$ cat src/rtl/a64icd_pkg.sv
// ----------------------------------------------------------------------------
// a64icd_pkg
// Class codes and per-group decode functions for the A64 instruction class
// decoder.
// ----------------------------------------------------------------------------
package a64icd_pkg;

    typedef logic [6:0] t_class;

    localparam t_class C_UNALLOC    = 7'd0;
    localparam t_class C_UNIMPL     = 7'd1;
    localparam t_class C_PCREL      = 7'd2;
    localparam t_class C_ADDSUB_IMM = 7'd3;
    localparam t_class C_LOGIC_SH   = 7'd4;
    localparam t_class C_ADC        = 7'd5;
    localparam t_class C_CCMP_REG   = 7'd6;
    localparam t_class C_CCMP_IMM   = 7'd7;
    localparam t_class C_CSEL       = 7'd8;
    localparam t_class C_DP2        = 7'd9;
    localparam t_class C_DP1        = 7'd10;
    localparam t_class C_ADDSUB_SH  = 7'd11;
    localparam t_class C_ADDSUB_EXT = 7'd12;
    localparam t_class C_DP3        = 7'd13;
    localparam t_class C_LOGIC_IMM  = 7'd14;
    localparam t_class C_MOVW       = 7'd15;
    localparam t_class C_BITFIELD   = 7'd16;
    localparam t_class C_EXTRACT    = 7'd17;
    localparam t_class C_B_UNCOND   = 7'd18;
    localparam t_class C_CBZ        = 7'd19;
    localparam t_class C_TBZ        = 7'd20;
    localparam t_class C_B_COND     = 7'd21;
    localparam t_class C_EXCEPT     = 7'd22;
    localparam t_class C_SYSTEM     = 7'd23;
    localparam t_class C_BR_REG     = 7'd24;
    localparam t_class C_VLDM       = 7'd25;
    localparam t_class C_VLDS       = 7'd26;
    localparam t_class C_VLDM_POST  = 7'd27;
    localparam t_class C_VLDS_POST  = 7'd28;
    localparam t_class C_LD_EXCL    = 7'd29;
    localparam t_class C_LDP_NT     = 7'd30;
    localparam t_class C_LDP_POST   = 7'd31;
    localparam t_class C_LD_LIT     = 7'd32;
    localparam t_class C_LD_UNSC    = 7'd33;
    localparam t_class C_LD_POST    = 7'd34;
    localparam t_class C_LD_PRE     = 7'd35;
    localparam t_class C_LD_REGOFF  = 7'd36;
    localparam t_class C_LDP_OFF    = 7'd37;
    localparam t_class C_LDP_PRE    = 7'd38;
    localparam t_class C_LD_UOFF    = 7'd39;
    localparam t_class C_V_TBL      = 7'd40;
    localparam t_class C_V_PERM     = 7'd41;
    localparam t_class C_V_EXT      = 7'd42;
    localparam t_class C_V_COPY     = 7'd43;
    localparam t_class C_V_3DIFF    = 7'd44;
    localparam t_class C_V_2MISC    = 7'd45;
    localparam t_class C_AES        = 7'd46;
    localparam t_class C_V_ACROSS   = 7'd47;
    localparam t_class C_V_3SAME    = 7'd48;
    localparam t_class C_V_ELEM     = 7'd49;
    localparam t_class C_V_MODIMM   = 7'd50;
    localparam t_class C_V_SHIMM    = 7'd51;
    localparam t_class C_SHA3       = 7'd52;
    localparam t_class C_S_COPY     = 7'd53;
    localparam t_class C_S_3DIFF    = 7'd54;
    localparam t_class C_S_2MISC    = 7'd55;
    localparam t_class C_SHA2       = 7'd56;
    localparam t_class C_S_PAIR     = 7'd57;
    localparam t_class C_S_3SAME    = 7'd58;
    localparam t_class C_S_ELEM     = 7'd59;
    localparam t_class C_S_SHIMM    = 7'd60;
    localparam t_class C_FP_FIXCVT  = 7'd61;
    localparam t_class C_FP_INTCVT  = 7'd62;
    localparam t_class C_FP_DP1     = 7'd63;
    localparam t_class C_FP_CMP     = 7'd64;
    localparam t_class C_FP_IMM     = 7'd65;
    localparam t_class C_FP_CCMP    = 7'd66;
    localparam t_class C_FP_DP2     = 7'd67;
    localparam t_class C_FP_CSEL    = 7'd68;
    localparam t_class C_FP_DP3     = 7'd69;

    function automatic t_class f_branch(input logic [31:0] w);
        t_class     c;
        logic [31:0] m;
        logic       bad;
        c = C_UNALLOC;
        m = w & 32'h003FF0E0;
        case (w[31:29])
            3'd0, 3'd4: c = C_B_UNCOND;
            3'd1, 3'd5: c = w[25] ? C_TBZ : C_CBZ;
            3'd2: begin
                if (!(w[25] || w[24] || (w & 32'h01000010) == 32'h00000010))
                    c = C_B_COND;
            end
            3'd6: begin
                if (!w[25] && !w[24]) begin
                    bad = w[4:2] != 3'd0 ||
                        (w & 32'h00E0001D) == 32'h00200001 ||
                        (w & 32'h00E0001D) == 32'h00400001 ||
                        (w & 32'h00E0001E) == 32'h00200002 ||
                        (w & 32'h00E0001E) == 32'h00400002 ||
                        (w & 32'h00E0001C) == 32'h00600000 ||
                        (w & 32'h00E0001C) == 32'h00800000 ||
                        (w & 32'h00E0001F) == 32'h00A00000 ||
                        (w & 32'h00C0001C) == 32'h00C00000;
                    if (!bad) c = C_EXCEPT;
                end else if (!w[25]) begin
                    bad = w[23:22] != 2'd0 || w[21:19] == 3'd4 ||
                        m == 32'h00033000 || m == 32'h003FF020 ||
                        m == 32'h003FF060 || m == 32'h003FF0E0 ||
                        (w & 32'h00388000) == 32'h00008000 ||
                        (w & 32'h0038E000) == 32'h00000000 ||
                        (w & 32'h0039E000) == 32'h00002000 ||
                        (w & 32'h003AE000) == 32'h00002000 ||
                        (w & 32'h003CE000) == 32'h00042000 ||
                        (w & 32'h003FFFC0) == 32'h000320C0 ||
                        (w & 32'h003FF100) == 32'h00032100 ||
                        (w & 32'h003FF200) == 32'h00032200 ||
                        (w & 32'h003FF400) == 32'h00032400 ||
                        (w & 32'h003FF800) == 32'h00032800 ||
                        (w & 32'h0038F000) == 32'h00005000 ||
                        (w & 32'h0038E000) == 32'h00006000;
                    if (!bad) c = C_SYSTEM;
                end else begin
                    bad = w[24] || w[20:16] != 5'h1F || w[15:10] != 6'd0 ||
                        w[4:0] != 5'd0 || w[24:21] == 4'd3 || w[24:22] == 3'd3;
                    if (!bad) c = C_BR_REG;
                end
            end
            default: c = C_UNALLOC;
        endcase
        return c;
    endfunction

    function automatic t_class f_ldst(input logic [31:0] w);
        t_class c;
        logic   reg_bad;
        logic   pair_bad;
        logic   prepost_bad;
        c = C_UNALLOC;
        reg_bad = (w & 32'h84C00000) == 32'h80C00000 ||
            (w & 32'h44800000) == 32'h44800000 ||
            (w & 32'h84800000) == 32'h84800000;
        pair_bad = w[31:30] == 2'd3 || (w & 32'hC4400000) == 32'h40000000;
        prepost_bad = (w & 32'hC4C00000) == 32'hC0800000;
        if (!w[28] && !w[29] && w[26]) begin
            // vector structure load/store
            if (!(w[31] || (!w[24] && w[21]))) begin
                if (!w[23]) begin
                    if (w[20:16] == 5'd0) c = w[24] ? C_VLDS : C_VLDM;
                end else begin
                    c = w[24] ? C_VLDS_POST : C_VLDM_POST;
                end
            end
        end else if (!w[24]) begin
            if (!w[28]) begin
                if (!w[29]) c = C_LD_EXCL;
                else if (!pair_bad) begin
                    if (w[23]) c = C_LDP_POST;
                    else if ((w & 32'hC4400000) != 32'hC0400000) c = C_LDP_NT;
                end
            end else if (!w[29]) begin
                if ((w & 32'hC4000000) != 32'hC4000000) c = C_LD_LIT;
            end else if (!reg_bad) begin
                if (!w[21]) begin
                    case (w[11:10])
                        2'd0: c = C_LD_UNSC;
                        2'd1: c = prepost_bad ? C_UNALLOC : C_LD_POST;
                        2'd2: c = C_UNIMPL;
                        default: c = prepost_bad ? C_UNALLOC : C_LD_PRE;
                    endcase
                end else if (w[11:10] == 2'd2 && w[14]) begin
                    c = C_LD_REGOFF;
                end
            end
        end else if (w[29]) begin
            if (!w[28]) begin
                if (!pair_bad) c = w[23] ? C_LDP_PRE : C_LDP_OFF;
            end else if (!reg_bad) begin
                c = C_LD_UOFF;
            end
        end
        return c;
    endfunction

    function automatic t_class f_dataproc(input logic [31:0] w);
        t_class c;
        logic   bad;
        c = C_UNALLOC;
        if (!w[24]) begin
            if (!w[28]) begin
                if ((w & 32'h80008000) != 32'h00008000) c = C_LOGIC_SH;
            end else begin
                case (w[23:21])
                    3'd0: if ((w & 32'h0000FC00) == 32'd0) c = C_ADC;
                    3'd2: begin
                        if (w[29] && (w & 32'h00000410) == 32'd0)
                            c = w[11] ? C_CCMP_IMM : C_CCMP_REG;
                    end
                    3'd4: if ((w & 32'h20000800) == 32'd0) c = C_CSEL;
                    3'd6: begin
                        if (!w[29]) begin
                            if (!w[30]) begin
                                bad = w[15] || w[15:11] == 5'd0 || w[15:12] == 4'd1 ||
                                    w[15:12] == 4'd3 || w[15:13] == 3'd3 ||
                                    (w & 32'h8000EC00) == 32'h00004C00 ||
                                    (w & 32'h8000E800) == 32'h80004000 ||
                                    (w & 32'h8000E400) == 32'h80004000;
                                if (!bad) c = C_DP2;
                            end else begin
                                bad = w[13] || w[20:16] != 5'd0 || w[15:14] != 2'd0 ||
                                    (w & 32'hA01FFC00) == 32'h00000C00 ||
                                    (w & 32'h201FF800) == 32'h00001800;
                                if (!bad) c = C_DP1;
                            end
                        end
                    end
                    default: c = C_UNALLOC;
                endcase
            end
        end else if (!w[28]) begin
            if (!w[21]) begin
                if (!(w[23:22] == 2'd3 || (w & 32'h80008000) == 32'h00008000))
                    c = C_ADDSUB_SH;
            end else if (!((w & 32'h00C00000) != 32'd0 ||
                    (w & 32'h00001400) == 32'h00001400 ||
                    (w & 32'h00001800) == 32'h00001800)) begin
                c = C_ADDSUB_EXT;
            end
        end else begin
            bad = w[30] || w[30:29] == 2'd1 ||
                (w & 32'hE0600000) == 32'h00200000 ||
                (w & 32'hE0608000) == 32'h00400000 ||
                (w & 32'h60608000) == 32'h00408000 ||
                (w & 32'h60E00000) == 32'h00E00000 ||
                (w & 32'h60E00000) == 32'h00800000 ||
                (w & 32'h60E00000) == 32'h00600000;
            if (!bad) c = C_DP3;
        end
        return c;
    endfunction

    function automatic t_class f_simd_vec(input logic [31:0] w);
        t_class c;
        c = C_UNALLOC;
        if (w[31]) c = C_UNALLOC;
        else if (!w[24]) begin
            if (!w[21]) begin
                if (!w[15]) begin
                    if (!w[10]) c = w[29] ? C_V_EXT : (w[11] ? C_V_PERM : C_V_TBL);
                    else if (w[23:22] == 2'd0) c = C_V_COPY;
                end
            end else if (w[10]) c = C_V_3SAME;
            else if (!w[11]) c = C_V_3DIFF;
            else if (w[18:17] == 2'd0) begin
                if (!w[20]) begin
                    if (!w[19]) c = C_V_2MISC;
                    else if (w[30:29] == 2'd2) c = C_AES;
                end else if (!w[19]) c = C_V_ACROSS;
            end
        end else if (!w[10]) c = C_V_ELEM;
        else if (!w[23]) c = (w[22:19] == 4'd0) ? C_V_MODIMM : C_V_SHIMM;
        return c;
    endfunction

    function automatic t_class f_simd_scl(input logic [31:0] w);
        t_class c;
        c = C_UNALLOC;
        if (!w[24]) begin
            if (!w[21]) begin
                if (!w[15]) begin
                    if (!w[10]) begin
                        if (!w[29] && !w[11]) c = C_SHA3;
                    end else if (w[23:22] == 2'd0) c = C_S_COPY;
                end
            end else if (w[10]) c = C_S_3SAME;
            else if (!w[11]) c = C_S_3DIFF;
            else if (w[18:17] == 2'd0) begin
                if (!w[20]) begin
                    if (!w[19]) c = C_S_2MISC;
                    else if (!w[29]) c = C_SHA2;
                end else if (!w[19]) c = C_S_PAIR;
            end
        end else if (!w[10]) c = C_S_ELEM;
        else if (!w[23]) c = C_S_SHIMM;
        return c;
    endfunction

    function automatic t_class f_fp(input logic [31:0] w);
        t_class      c;
        logic [31:0] m;
        logic        bad;
        c = C_UNALLOC;
        m = w & 32'hA0DF8000;
        if (!w[28]) c = f_simd_vec(w);
        else if (w[31:30] == 2'd3) c = C_UNALLOC;
        else if (w[31:30] == 2'd1) c = f_simd_scl(w);
        else if (w[29]) c = C_UNALLOC;
        else if (w[24]) begin
            if ((w & 32'hA0800000) == 32'd0) c = C_FP_DP3;
        end else if (!w[21]) begin
            bad = w[23] || w[18] || (w & 32'h80008000) == 32'd0 ||
                (w & 32'h000E0000) == 32'd0 || (w & 32'h000E0000) == 32'h000A0000 ||
                (w & 32'h00160000) == 32'd0 || (w & 32'h00160000) == 32'h00120000;
            if (!bad) c = C_FP_FIXCVT;
        end else if (w[15:10] == 6'd32) c = C_UNALLOC;
        else if (w[15:10] == 6'd0) begin
            bad = w[23:22] == 2'd3 ||
                (w & 32'h000E0000) == 32'h000A0000 || (w & 32'h000E0000) == 32'h000C0000 ||
                (w & 32'h00160000) == 32'h00120000 || (w & 32'h00160000) == 32'h00140000 ||
                (w & 32'h20C40000) == 32'h00800000 || (w & 32'h20C60000) == 32'h00840000 ||
                (w & 32'hA0C60000) == 32'h80060000 || (w & 32'hA0C60000) == 32'h00860000 ||
                (w & 32'hA0C60000) == 32'h00460000 || (w & 32'hA0CE0000) == 32'h80860000 ||
                (w & 32'hA0CE0000) == 32'h804E0000 || (w & 32'hA0CE0000) == 32'h000E0000 ||
                (w & 32'hA0D60000) == 32'h00160000 || (w & 32'hA0D60000) == 32'h80560000 ||
                (w & 32'hA0D60000) == 32'h80960000;
            if (!bad) c = C_FP_INTCVT;
        end else if (w[14:10] == 5'd16) begin
            bad = (w & 32'h80180000) != 32'd0 ||
                m == 32'h00020000 || m == 32'h00030000 || m == 32'h00068000 ||
                m == 32'h00428000 || m == 32'h00430000 || m == 32'h00468000 ||
                (w & 32'hA0D80000) == 32'h00800000 || (w & 32'hA0DE0000) == 32'h00C00000 ||
                (w & 32'hA0DF0000) == 32'h00C30000 || (w & 32'hA0DC0000) == 32'h00C40000;
            if (!bad) c = C_FP_DP1;
        end else if (w[13:10] == 4'd8) begin
            if (w[15:14] == 2'd0 && w[2:0] == 3'd0 && (w & 32'h80800000) == 32'd0)
                c = C_FP_CMP;
        end else if (w[12:10] == 3'd4) begin
            if (w[9:5] == 5'd0 && (w & 32'h80800000) == 32'd0) c = C_FP_IMM;
        end else if ((w & 32'h80800000) == 32'd0) begin
            case (w[11:10])
                2'd1: c = C_FP_CCMP;
                2'd2: begin
                    if (!(w[15:14] == 2'd3 || (w & 32'h00009000) == 32'h00009000 ||
                          (w & 32'h0000A000) == 32'h0000A000))
                        c = C_FP_DP2;
                end
                2'd3: c = C_FP_CSEL;
                default: c = C_UNALLOC;
            endcase
        end
        return c;
    endfunction

endpackage

$ cat src/rtl/a64icd_classify.sv
// ----------------------------------------------------------------------------
// a64icd_classify
// Combinational decode tree: top-level group select on bits 28:24, then the
// per-group pattern checks.
// ----------------------------------------------------------------------------
module a64icd_classify (
    input  logic [31:0]         i_word,
    output a64icd_pkg::t_class  o_class
);

    always_comb begin
        o_class = a64icd_pkg::C_UNALLOC;
        if (i_word[28:27] != 2'd0) begin
            case (i_word[27:24])
                4'h0: o_class = a64icd_pkg::C_PCREL;
                4'h1: o_class = i_word[23] ? a64icd_pkg::C_UNALLOC
                                           : a64icd_pkg::C_ADDSUB_IMM;
                4'h2: begin
                    if ((i_word & 32'h80400000) == 32'h00400000)
                        o_class = a64icd_pkg::C_UNALLOC;
                    else if (!i_word[23])
                        o_class = a64icd_pkg::C_LOGIC_IMM;
                    else if (i_word[30:29] != 2'd1)
                        o_class = a64icd_pkg::C_MOVW;
                end
                4'h3: begin
                    if (!((i_word & 32'h80400000) == 32'h80000000 ||
                          (i_word & 32'h80400000) == 32'h00400000 ||
                          (i_word & 32'h80008000) == 32'h00008000)) begin
                        if (!i_word[23]) begin
                            if (!((i_word & 32'h80200000) == 32'h00200000 ||
                                  (i_word & 32'h60000000) == 32'h60000000))
                                o_class = a64icd_pkg::C_BITFIELD;
                        end else if (!((i_word & 32'h60200000) == 32'h00200000 ||
                                       (i_word & 32'h60000000) != 32'd0)) begin
                            o_class = a64icd_pkg::C_EXTRACT;
                        end
                    end
                end
                4'h4, 4'h5, 4'h6, 4'h7: o_class = a64icd_pkg::f_branch(i_word);
                4'h8, 4'h9, 4'hC, 4'hD: o_class = a64icd_pkg::f_ldst(i_word);
                4'hA, 4'hB: o_class = a64icd_pkg::f_dataproc(i_word);
                default: o_class = a64icd_pkg::f_fp(i_word);
            endcase
        end
    end

endmodule

$ cat src/rtl/a64_instruction_class_decoder.sv
// ----------------------------------------------------------------------------
// a64_instruction_class_decoder
// Classifies one A64 instruction word per item into a class code and an
// unallocated flag.
// ----------------------------------------------------------------------------
// path: input register (r_word), decode tree, result register (r_class)
// throughput: one item per cycle while the downstream accepts; the decode tree sits between the two regs
// a full result register stalls the input only when the downstream also stalls
// reset: synchronous, active low; clears both valid flags, payload untouched
module a64_instruction_class_decoder (
    input  logic        i_clk,
    input  logic        i_rst_n,
    input  logic        s_axis_tvalid,
    output logic        s_axis_tready,
    input  logic [31:0] s_axis_tdata,   // [31:0] instruction_word
    output logic        m_axis_tvalid,
    input  logic        m_axis_tready,
    output logic [7:0]  m_axis_tdata    // [6:0] instr_class, [7] is_unallocated
);

    logic               r_in_vld;
    logic [31:0]        r_word;
    logic               r_out_vld;
    a64icd_pkg::t_class r_class;
    a64icd_pkg::t_class w_class;
    logic               w_adv;

    a64icd_classify u_classify (
        .i_word  (r_word),
        .o_class (w_class)
    );

    // result stage moves when empty or being drained
    assign w_adv         = !r_out_vld || m_axis_tready;
    assign s_axis_tready = w_adv || !r_in_vld;

    always_ff @(posedge i_clk) begin
        if (!i_rst_n) begin
            r_in_vld  <= 1'b0;
            r_out_vld <= 1'b0;
        end else begin
            if (s_axis_tready) r_in_vld <= s_axis_tvalid;
            if (w_adv) r_out_vld <= r_in_vld;
        end
    end

    always_ff @(posedge i_clk) begin
        if (s_axis_tready && s_axis_tvalid) r_word <= s_axis_tdata;
        if (w_adv && r_in_vld) r_class <= w_class;
    end

    assign m_axis_tvalid = r_out_vld;
    assign m_axis_tdata  = {r_class == a64icd_pkg::C_UNALLOC, r_class};

    a_flag_matches : assert property (@(posedge i_clk) disable iff (!i_rst_n)
        m_axis_tvalid |-> (m_axis_tdata[7] == (m_axis_tdata[6:0] == 7'd0)))
        else $error("unallocated flag disagrees with class");

    a_class_range : assert property (@(posedge i_clk) disable iff (!i_rst_n)
        m_axis_tvalid |-> (m_axis_tdata[6:0] <= 7'd69))
        else $error("class code out of range");

    a_out_fed : assert property (@(posedge i_clk) disable iff (!i_rst_n)
        $rose(r_out_vld) |-> $past(r_in_vld))
        else $error("result appeared without a held item");

endmodule

$ cat config.mk
export PLATFORM = sky130hd
export DESIGN_NAME = a64_instruction_class_decoder
export DESIGN_NICKNAME = d
export VERILOG_FILES = /design/src/rtl/a64icd_pkg.sv /design/src/rtl/a64icd_classify.sv /design/src/rtl/a64_instruction_class_decoder.sv
export SDC_FILE = /design/constraint.sdc
export NUM_CORES = 1
export LEC_CHECK = 0
export BUFFER_PORTS_ARGS = -buffer_cell sky130_fd_sc_hd__buf_2
export CAP_MARGIN = 5
export CORE_AREA = 2 2 98 100
export DETAILED_ROUTE_END_ITERATION = 8
export DIE_AREA = 0 0 100 102
export SLEW_MARGIN = 20
export SYNTH_ARGS = -nofsm -noshare
export SYNTH_HDL_FRONTEND = slang
export SYNTH_SLANG_ARGS = --single-unit
$ cat constraint.sdc
create_clock -name i_clk -period 4.4 [get_ports i_clk]
set_input_delay 0.22 -clock i_clk [delete_from_list [all_inputs] [get_ports i_clk]]
set_output_delay 0.22 -clock i_clk [all_outputs]
set_load 0.02 [all_outputs]
==> out/metrics.cfg <==
[logic_synthesis]
yosysUniqueCellTypes=70
ys_ff_latch=41
synth_flop_cell=edfxtp_1
synth_commonest_cells=edfxtp_1, nand2_1, nor2_1
netlist_area_sq_mm=0.00330
synth_edf_count=39
synth-async-reset-ratio_pct=0
synth_area_leaders=edfxtp_1, a21oi_1, nand2_1
syn_inst=390
yosys_warnings=0
yosysSeqAreaShare_pct=36.7
yosysTopAreaCell=edfxtp_1
syn_nets=427
yosysTopAreaCellShare_pct=35.5
synth_most_common_cell=edfxtp_1
avgSynthCellArea_sq_um=8.47

[hold_path]
whs_path_depth=1
hold_class=primary input to flop
hp-start=s_axis_tdata[1]
whs_endpoint=r_word[1]

[final_layout]
antennaDiodeCount=0
drive_above_1_share_pct=18.4
area_growth_pct=10.9
nets=449
final_area_sq_mm=0.00366
fillers=941

[die]
start_util_pct=36.3
pin_count=46
dieArea_sq_mm=0.0102
core_area_sq_mm=0.00911
die_w_um=100
die_h_um=102
std_cell_rows=35

[global_route]
antenna_found_initial=0
grt_pass1_wl_mm=16.7
grt_max_degree=33
track_usage_pct=20.9
grt_pass1_vias=3145
grt_overflow_total=0

[pwr]
peakVddDrop_v=0.000109
power_leakage_nw=1.30
share_comb_of_total_power_pct=18.4
p_per_area_mw_per_mm2=267
seqPwrFrac_pct=51.1
power.switching_mw=0.290
p_int_mw=0.689
swShare_pct=29.6
p_clk_share_pct=30.5
power_mw=0.979

[drt]
vias=3472
firstDrtPassIters=6
drt-vias-per-instance=6.64
wl_per_cell_um=20.2
drtIter0Drc=477
totalWireLength_mm=10.6
drc=0
final_antenna_net_count=0

[cts]
cts_tree=built
clock-sinks=41
post-cts-setup-buffers=0
clk_pin_slew_ns=0.08
cts_resized=0
cts_buffer_depth=2
hold_buffers=0
clock_latency_ns=0.29
cts_root_buf=clkbuf_8
cts-buffers-inserted=5
htreeDepth=2

[worst_setup_path]
rr_startpoint=r_word[10]
crit_cells=7
critPathTopFamily=compound AO/OA/AOI/OAI gates
cp-end-kind=flop
r2r_end=r_class[4]
cp.arrival_ns=3.15
crit_type=flop to flop
path_cells=or4_4 -> nor4_2 -> o41a_2 -> nor2_1 -> o21a_1 -> o41ai_2 -> o221a_1
start_kind=flop
cp_slowest_cell=edfxtp_1
slowest_delay_ns=0.76
crit_fanout=28
r2r_cells=7
crit_buf_inv=0
reg2reg_setup_slack_ns=1.42
required_ns=4.57

[placement]
io_buffer_count=45
post_dp_cell_area_sq_mm=0.00356
place_congestion=1.00
place_hpwl_mm=7.56
place_ws_ns=1.46

[sta]
fin_setup_tns_ns=0
post-route-min-period_ns=2.98
fin_crit_sh_pct=67.7
fmax_mhz=336
worst_slew_pin_slew_ns=0.924
setup_violations=0
finalMaxSlewViolations=0
hold_viol=0
skew_ns=0.00669
final.setup.worst_slack_ns=1.42
rsz0062_at_grt=false
slew_headroom_pct=38.4

[flow_run]
cap_violations=0

[run_status]
status=complete, no violations

-- kinds of logic (layout without fill, tap and decap cells) --
kind of cell | count (synthesis) | after routing | synth area share (%)
DFF | 41 | 41 | 36.7
muxes | 6 | 6 | 1.93
adders and majority gates | 1 | 1 | 0.379
buffers and inverters | 49 | 71 | 6.14
AOI/OAI and AO/OA | 126 | 126 | 27.1
and+or+nand+nor | 167 | 167 | 27.7
-- per-layer routing --
| metal | vias to the layer above | part of all wire, % | GRT usage (%) | routed length (um) |
|---|---|---|---|---|
| met2 | 263 | 43 | 33.3 | 4580 |
| met4 | 0 | 4.2 | 8.75 | 443 |
| li1 | 1560 | - | - | - |
| met5 | - | 0 | 0 | 0 |
| met1 | 1600 | 41 | 27.7 | 4340 |
| met3 | 49 | 11 | 4.65 | 1200 |
-- final cells by class --
class	instances	area, sq um	area share, %
sequential	41	1210	33.1
clock inverter	2	35.0	0.957
clock buffer	5	68.8	1.88
tap	111	139	3.79
inverter	13	48.8	1.33
timing repair buffer	51	270	7.38
multi-input combinational	300	1890	51.6
-- worst max-delay path by stage --
stage	from	endpoint	slack (ns)
CTS	r_word[10]	r_class[4]	1.45
global route	r_word[10]	r_class[4]	1.28
finish	r_word[10]	r_class[4]	1.42
global placement	r_word[10]	r_class[4]	1.48
detailed placement	r_word[10]	r_class[4]	1.46
floorplan	r_word[15]	r_class[0]	2.08
-- worst reg2reg max path, delay by kind of cell, from the launching register on --
family	cells	cell delay, ns
and+or+nand+nor	3	0.95
DFF	1	0.76
AOI/OAI and AO/OA	4	1.15
-- state kept, by name (all words and copies together), names as in the netlist --
signal,count
m_axis_tvalid,1
r_word,32
r_class,7
r_in_vld,1
-- power groups by stage --
stage                     combinational (mW)  clock [mW]  sequential (mW)
after floorplan                        0.137           0            0.480
after global placement                 0.178           0            0.505
after detailed placement               0.176           0            0.507
after CTS                              0.177       0.308            0.498
after global routing                   0.196       0.324            0.503
final                                  0.180       0.299            0.500
-- metrics by stage --
step | util, % | cells | hold WS (ns)
after global routing | 40.2 | 523 | 0.0792
after CTS | 40.2 | 523 | 0.0866
after floorplan | - | 390 | 0.319
after global placement | 39.1 | 516 | 0.396
after detailed placement | 39.1 | 516 | 0.398
final | 40.2 | 523 | 0.0935
-- layout by cell type, fill, tap and decap left out, drive strengths merged, types with 12 or more instances in the layout --
master / synthesis / final
buf: 13 / 51
edfxtp: 39 / 39
nand2: 33 / 33
nor2: 32 / 32
a21oi: 28 / 28
o21ai: 20 / 20
nor3: 14 / 14
nand2b: 13 / 13
inv: 12 / 12
(Power assumes the default switching activity.)
